**src/rtl/core/rmq_pkg.sv**
```systemverilog
// Package for the running median queue: status codes, controller states and
// the command and status structs between controller and datapath. No dependencies.
package rmq_pkg;

	localparam logic [1:0] ST_OK    = 2'd0;
	localparam logic [1:0] ST_EMPTY = 2'd1;
	localparam logic [1:0] ST_FULL  = 2'd2;

	typedef enum logic [1:0] {
		S_IDLE,
		S_EXEC,
		S_OUT
	} state_t;

	typedef struct packed {
		logic load;
		logic exec;
	} dp_cmd_t;

	typedef struct packed {
		logic dummy;
	} dp_stat_t;

endpackage

```
**src/rtl/core/rmq_ctrl.sv**
```systemverilog
// Controller of the running median queue: sequences load, shift and result.
// Depends on rmq_pkg.
module rmq_ctrl (
	input  logic             clk,
	input  logic             arst_n,
	input  logic             in_valid,
	output logic             in_ready,
	output logic             out_valid,
	input  logic             out_ready,
	input  rmq_pkg::dp_stat_t stat,
	output rmq_pkg::dp_cmd_t  cmd
);
	import rmq_pkg::*;

	state_t state_q, state_n;

	always_ff @(posedge clk or negedge arst_n) begin
		if (!arst_n) state_q <= S_IDLE;
		else state_q <= state_n;
	end

	always_comb begin
		state_n = state_q;
		case (state_q)
			S_IDLE: if (in_valid) state_n = S_EXEC;
			S_EXEC: state_n = S_OUT;
			S_OUT: begin
				if (out_ready) state_n = in_valid ? S_EXEC : S_IDLE;
			end
			default: state_n = S_IDLE;
		endcase
	end

	always_comb begin
		in_ready  = (state_q == S_IDLE) || (state_q == S_OUT && out_ready);
		out_valid = (state_q == S_OUT);
		cmd.load  = in_ready && in_valid && !stat.dummy;
		cmd.exec  = (state_q == S_EXEC);
	end
endmodule

```
**config.mk**
```make
export PLATFORM = sky130hd
export DESIGN_NAME = rmq_ctrl
export DESIGN_NICKNAME = d
export VERILOG_FILES = /design/src/rtl/core/rmq_pkg.sv /design/src/rtl/core/rmq_ctrl.sv
export SDC_FILE = /design/constraint.sdc
export NUM_CORES = 1
export LEC_CHECK = 0
export ABC_AREA = 1
export BUFFER_PORTS_ARGS = -buffer_cell sky130_fd_sc_hd__clkbuf_2
export CAP_MARGIN = 20
export CORE_AREA = 2 2 39 41
export DETAILED_ROUTE_END_ITERATION = 6
export DIE_AREA = 0 0 41 43
export GPL_ROUTABILITY_DRIVEN = 0
export SLEW_MARGIN = 10
export SYNTH_ARGS = -nofsm -noshare
export SYNTH_HDL_FRONTEND = slang
export SYNTH_SLANG_ARGS = --single-unit
```
**constraint.sdc**
```tcl
create_clock -name clk -period 2.46 [get_ports clk]
set_clock_uncertainty 0.2 [all_clocks]
set_input_delay 0.492 -clock clk [delete_from_list [all_inputs] [get_ports clk]]
set_output_delay 0.492 -clock clk [all_outputs]
set_load 0.02 [all_outputs]
```
After elaboration in Yosys (flattened, before gate mapping)
Cells that the tools add are included.
{"block": "classes", "n_reduce_logical": 7, "eq_ne": 4, "n_mux": 4}
{"operator": "one-hot mux 2 bit (3 select lines)", "count": 1}
{"operator": "two-way mux 2 bit", "count": 2}
{"operator": "logical AND 1 bit", "count": 3}
{"operator": "equality test 2 x 1 -> 1 bit (second input constant)", "count": 1}
{"operator": "equality test 2 bit (second input constant)", "count": 1}
{"operator": "logical NOT 2 bit", "count": 1}
{"operator": "!= test 2 x 1 -> 1 bit (second input constant)", "count": 1}
{"operator": "!= test 2 bit (second input constant)", "count": 1}
{"operator": "AND reduction 2 bit", "count": 1}
{"operator": "logical NOT 1 bit", "count": 1}
{"operator": "logical OR 1 bit", "count": 1}
{"operator": "two-way mux 1 bit", "count": 1}
{"block": "word_totals", "out_inout_bits": 4, "input_bits": 5, "regBits": 2, "wordCells": 16}

Longest topological paths before layout
{"block": "depth", "depth_word": 5, "ltp_mapped": 4, "depth_no_buf": 4}

Worst setup path after synthesis
Ideal clock, no wire load.
{"block": "synth_path", "path_kind": "input to output", "from": "in out_ready", "to": "out cmd[1] (netlist bit)", "slack_ns": 0.893, "cell_stages": 4, "required_time_ns": 1.768, "arrival_time_ns": 0.875, "path_cell_list": "inv_1 -> nand2_1 -> nand2_1 -> nor2_1"}
{"item": "start, declared", "line": "rmq_ctrl.sv:9", "source": "input logic out_ready,"}
{"item": "end, declared", "line": "rmq_ctrl.sv:11", "source": "output rmq_pkg::dp_cmd_t cmd"}

==> impl_metrics.json <==
{
  "regToRegSetupSlack_ps": 1510,
  "synth_top_area_cell": "dfrtp_1",
  "fin_ws_ps": 739.1,
  "clk_latency_ps": 220,
  "yosysMostFrequentCell": "nand2_1",
  "drcViolationCount": 0,
  "hold_path_class": "primary input to flop",
  "clock_sinks": 2,
  "syn_avg_cell_area_um2": 6.454,
  "ys_top_cells_by_area": "dfrtp_1 41%, nand2_1 15%, nor2_1 12%",
  "fin_area_um2": 207.7,
  "root_buffer": "clkbuf_4",
  "fill_cells": 162,
  "syn_inst": 19,
  "first_iter_violations": 0,
  "cts_tree": "done",
  "drv_cap": 0,
  "hold_depth": 3,
  "synth_top_area_frac": 0.4082,
  "synthAdderAreaFrac": 0,
  "dieArea_um2": 1763,
  "die_w_um": 41,
  "synth_compound_area_frac": 0,
  "wl_per_cell_um": 6.978,
  "period_needed_ps": 1721,
  "detail-route-antenna-nets": 0,
  "synth_edf_count": 0,
  "cp_cell_sequence": "inv_2 -> nand2_1 -> nor2_1 -> clkbuf_2",
  "total_power_uw": 165.4,
  "io_pins": 9,
  "n_antenna_cell": 0,
  "syn_to_final_growth_pct": 69.39,
  "finalSetupViolCount": 0,
  "finish.utilization": 0.1501,
  "die_height_um": 43,
  "dp_hpwl_um": 269.2,
  "fin_crit_sh": 0.6995,
  "largest_reg_flops": 2,
  "grt_pass1_vias": 167,
  "synth_cell_types": 7,
  "crit_type": "flop to output pin",
  "fin_hold_ws_ps": 314.5,
  "drive_gt1_frac": 0.5000,
  "worst-endpoint-required_ps": 1770,
  "relSlewSlack": 0.9148,
  "tightest_slew_ps": 127.7,
  "rows": 14,
  "max_clock_freq_mhz": 581.1,
  "start_kind": "flop",
  "cts_buffers": 3,
  "holdCritStartpoint": "in_valid",
  "ir_drop_v": 0.00008840,
  "port_buffers": 8,
  "worst_r2r_path_depth": 4,
  "place_inst": 42,
  "nets": 37,
  "yosys.area_share.simple": 0.3776,
  "worstPathMaxFanout": 3,
  "grt_max_degree": 4,
  "core_um2": 1384,
  "yosysSeqAreaShare": 0.4082,
  "p_per_area_nw_per_um2": 796.2,
  "cts.repair.resized": 0,
  "clk_pin_slew_ps": 30,
  "slew_viol_final": 0,
  "yosysWarnings": 0,
  "synth_ff_type": "dfrtp_1",
  "routed_via_density": 3.065,
  "synth_seq_cells": 2,
  "track_usage": 0.05020,
  "synth.net_count": 24,
  "crit_path_end_kind": "output pin",
  "cts_max_level": 1,
  "antenna_found_initial": 0,
  "top_regs": "state_q (2)",
  "r2r-end": "state_q[1]",
  "pre_cts_ws_ps": 788.5,
  "timing.setup.tns_ps": 0,
  "synth_common_cells": "5 x nand2_1, 4 x nor2_1, 3 x inv_1",
  "synth_xor_area_frac": 0,
  "arrival_ps": 1030,
  "num_vias": 141,
  "overflow": 0,
  "syn_area_um2": 122.6,
  "status": "complete, no violations",
  "async_flop_share": 1.000,
  "clockBufferDepth": 2,
  "grt_pass1_wl_um": 517,
  "final_cells": 46,
  "largest-register": "state_q",
  "post_dp_cell_area_um2": 175.2,
  "rsz0062_at_grt": "false",
  "p_leak_nw": 0.1224,
  "crit_slowest_cell": "dfrtp_1",
  "wirelength_um": 321,
  "critPathMaxStageDelay_ps": 390,
  "synth_mux_area_frac": 0,
  "hold_violations": 0,
  "drtPass1Iterations": 1,
  "initial_core_util": 0.08861,
  "synth_top_family_by_area": "simple AND/OR/NAND/NOR gates",
  "r2r_start": "state_q[1]",
  "holdPathEnd": "state_q[0]"
}
## cells by family (layout without fill, tap and decap cells)
group / Yosys count / after routing
buffers and inverters: 6 / 17
flip-flops: 2 / 2
AND/OR/NAND/NOR: 11 / 11
## critical path, delay by kind of cell, from the launching register on
kind | cells | cell delay [ps]
buf+inv | 2 | 250
flops | 1 | 390
simple gates | 2 | 150
## placed cells by master (no fill, tap or decap)
cell,count
inv_2,2
inv_1,3
clkbuf_4,3
nor2_1,4
nand2_1,5
dlygate4sd3_1,1
clkbuf_2,8
dfrtp_1,2
nor2_2,2
## final cells by class
cell class                      instances  area [um2]  area share
Tap cell                               16       20.02     0.09639
Multi-Input combinational cell         11       46.29      0.2229
Sequential cell                         2       50.05      0.2410
Inverter                                5       18.77     0.09036
Timing Repair Buffer                    9       50.05      0.2410
Clock buffer                            3       22.52      0.1084
## metal layers
metal | GRT usage | wire length [um] | up-vias
met5 | 0 | 0 | -
met1 | 0.03215 | 90 | 60
met3 | 0.03141 | 36 | 2
li1 | - | - | 75
met4 | 0.08000 | 7 | 0
met2 | 0.06875 | 187 | 4
## where the power goes
group          switching, mW  internal (mW)  total, mW  leakage, nW
clock network         0.0172         0.0537     0.0709       0.0138
registers            0.00600         0.0390     0.0450       0.0253
logic                 0.0319         0.0176     0.0495       0.0832
## worst max-delay path by stage
stage / start / to / slack [ps] / depth (start not counted)
floorplan: out_ready / cmd[1] / 890 / 4
global placement: out_ready / cmd[1] / 820 / 6
detailed placement: out_ready / cmd[1] / 790 / 6
CTS: state_q[0] / cmd[1] / 730 / 4
global route: state_q[0] / cmd[1] / 680 / 4
finish: state_q[0] / cmd[1] / 740 / 4
## timing repair
action,4_1_cts,5_1_grt
hold buffers,1,0
buffers inserted,0,0
endpoints found under the hold margin,2,0
(Power assumes the default switching activity.)
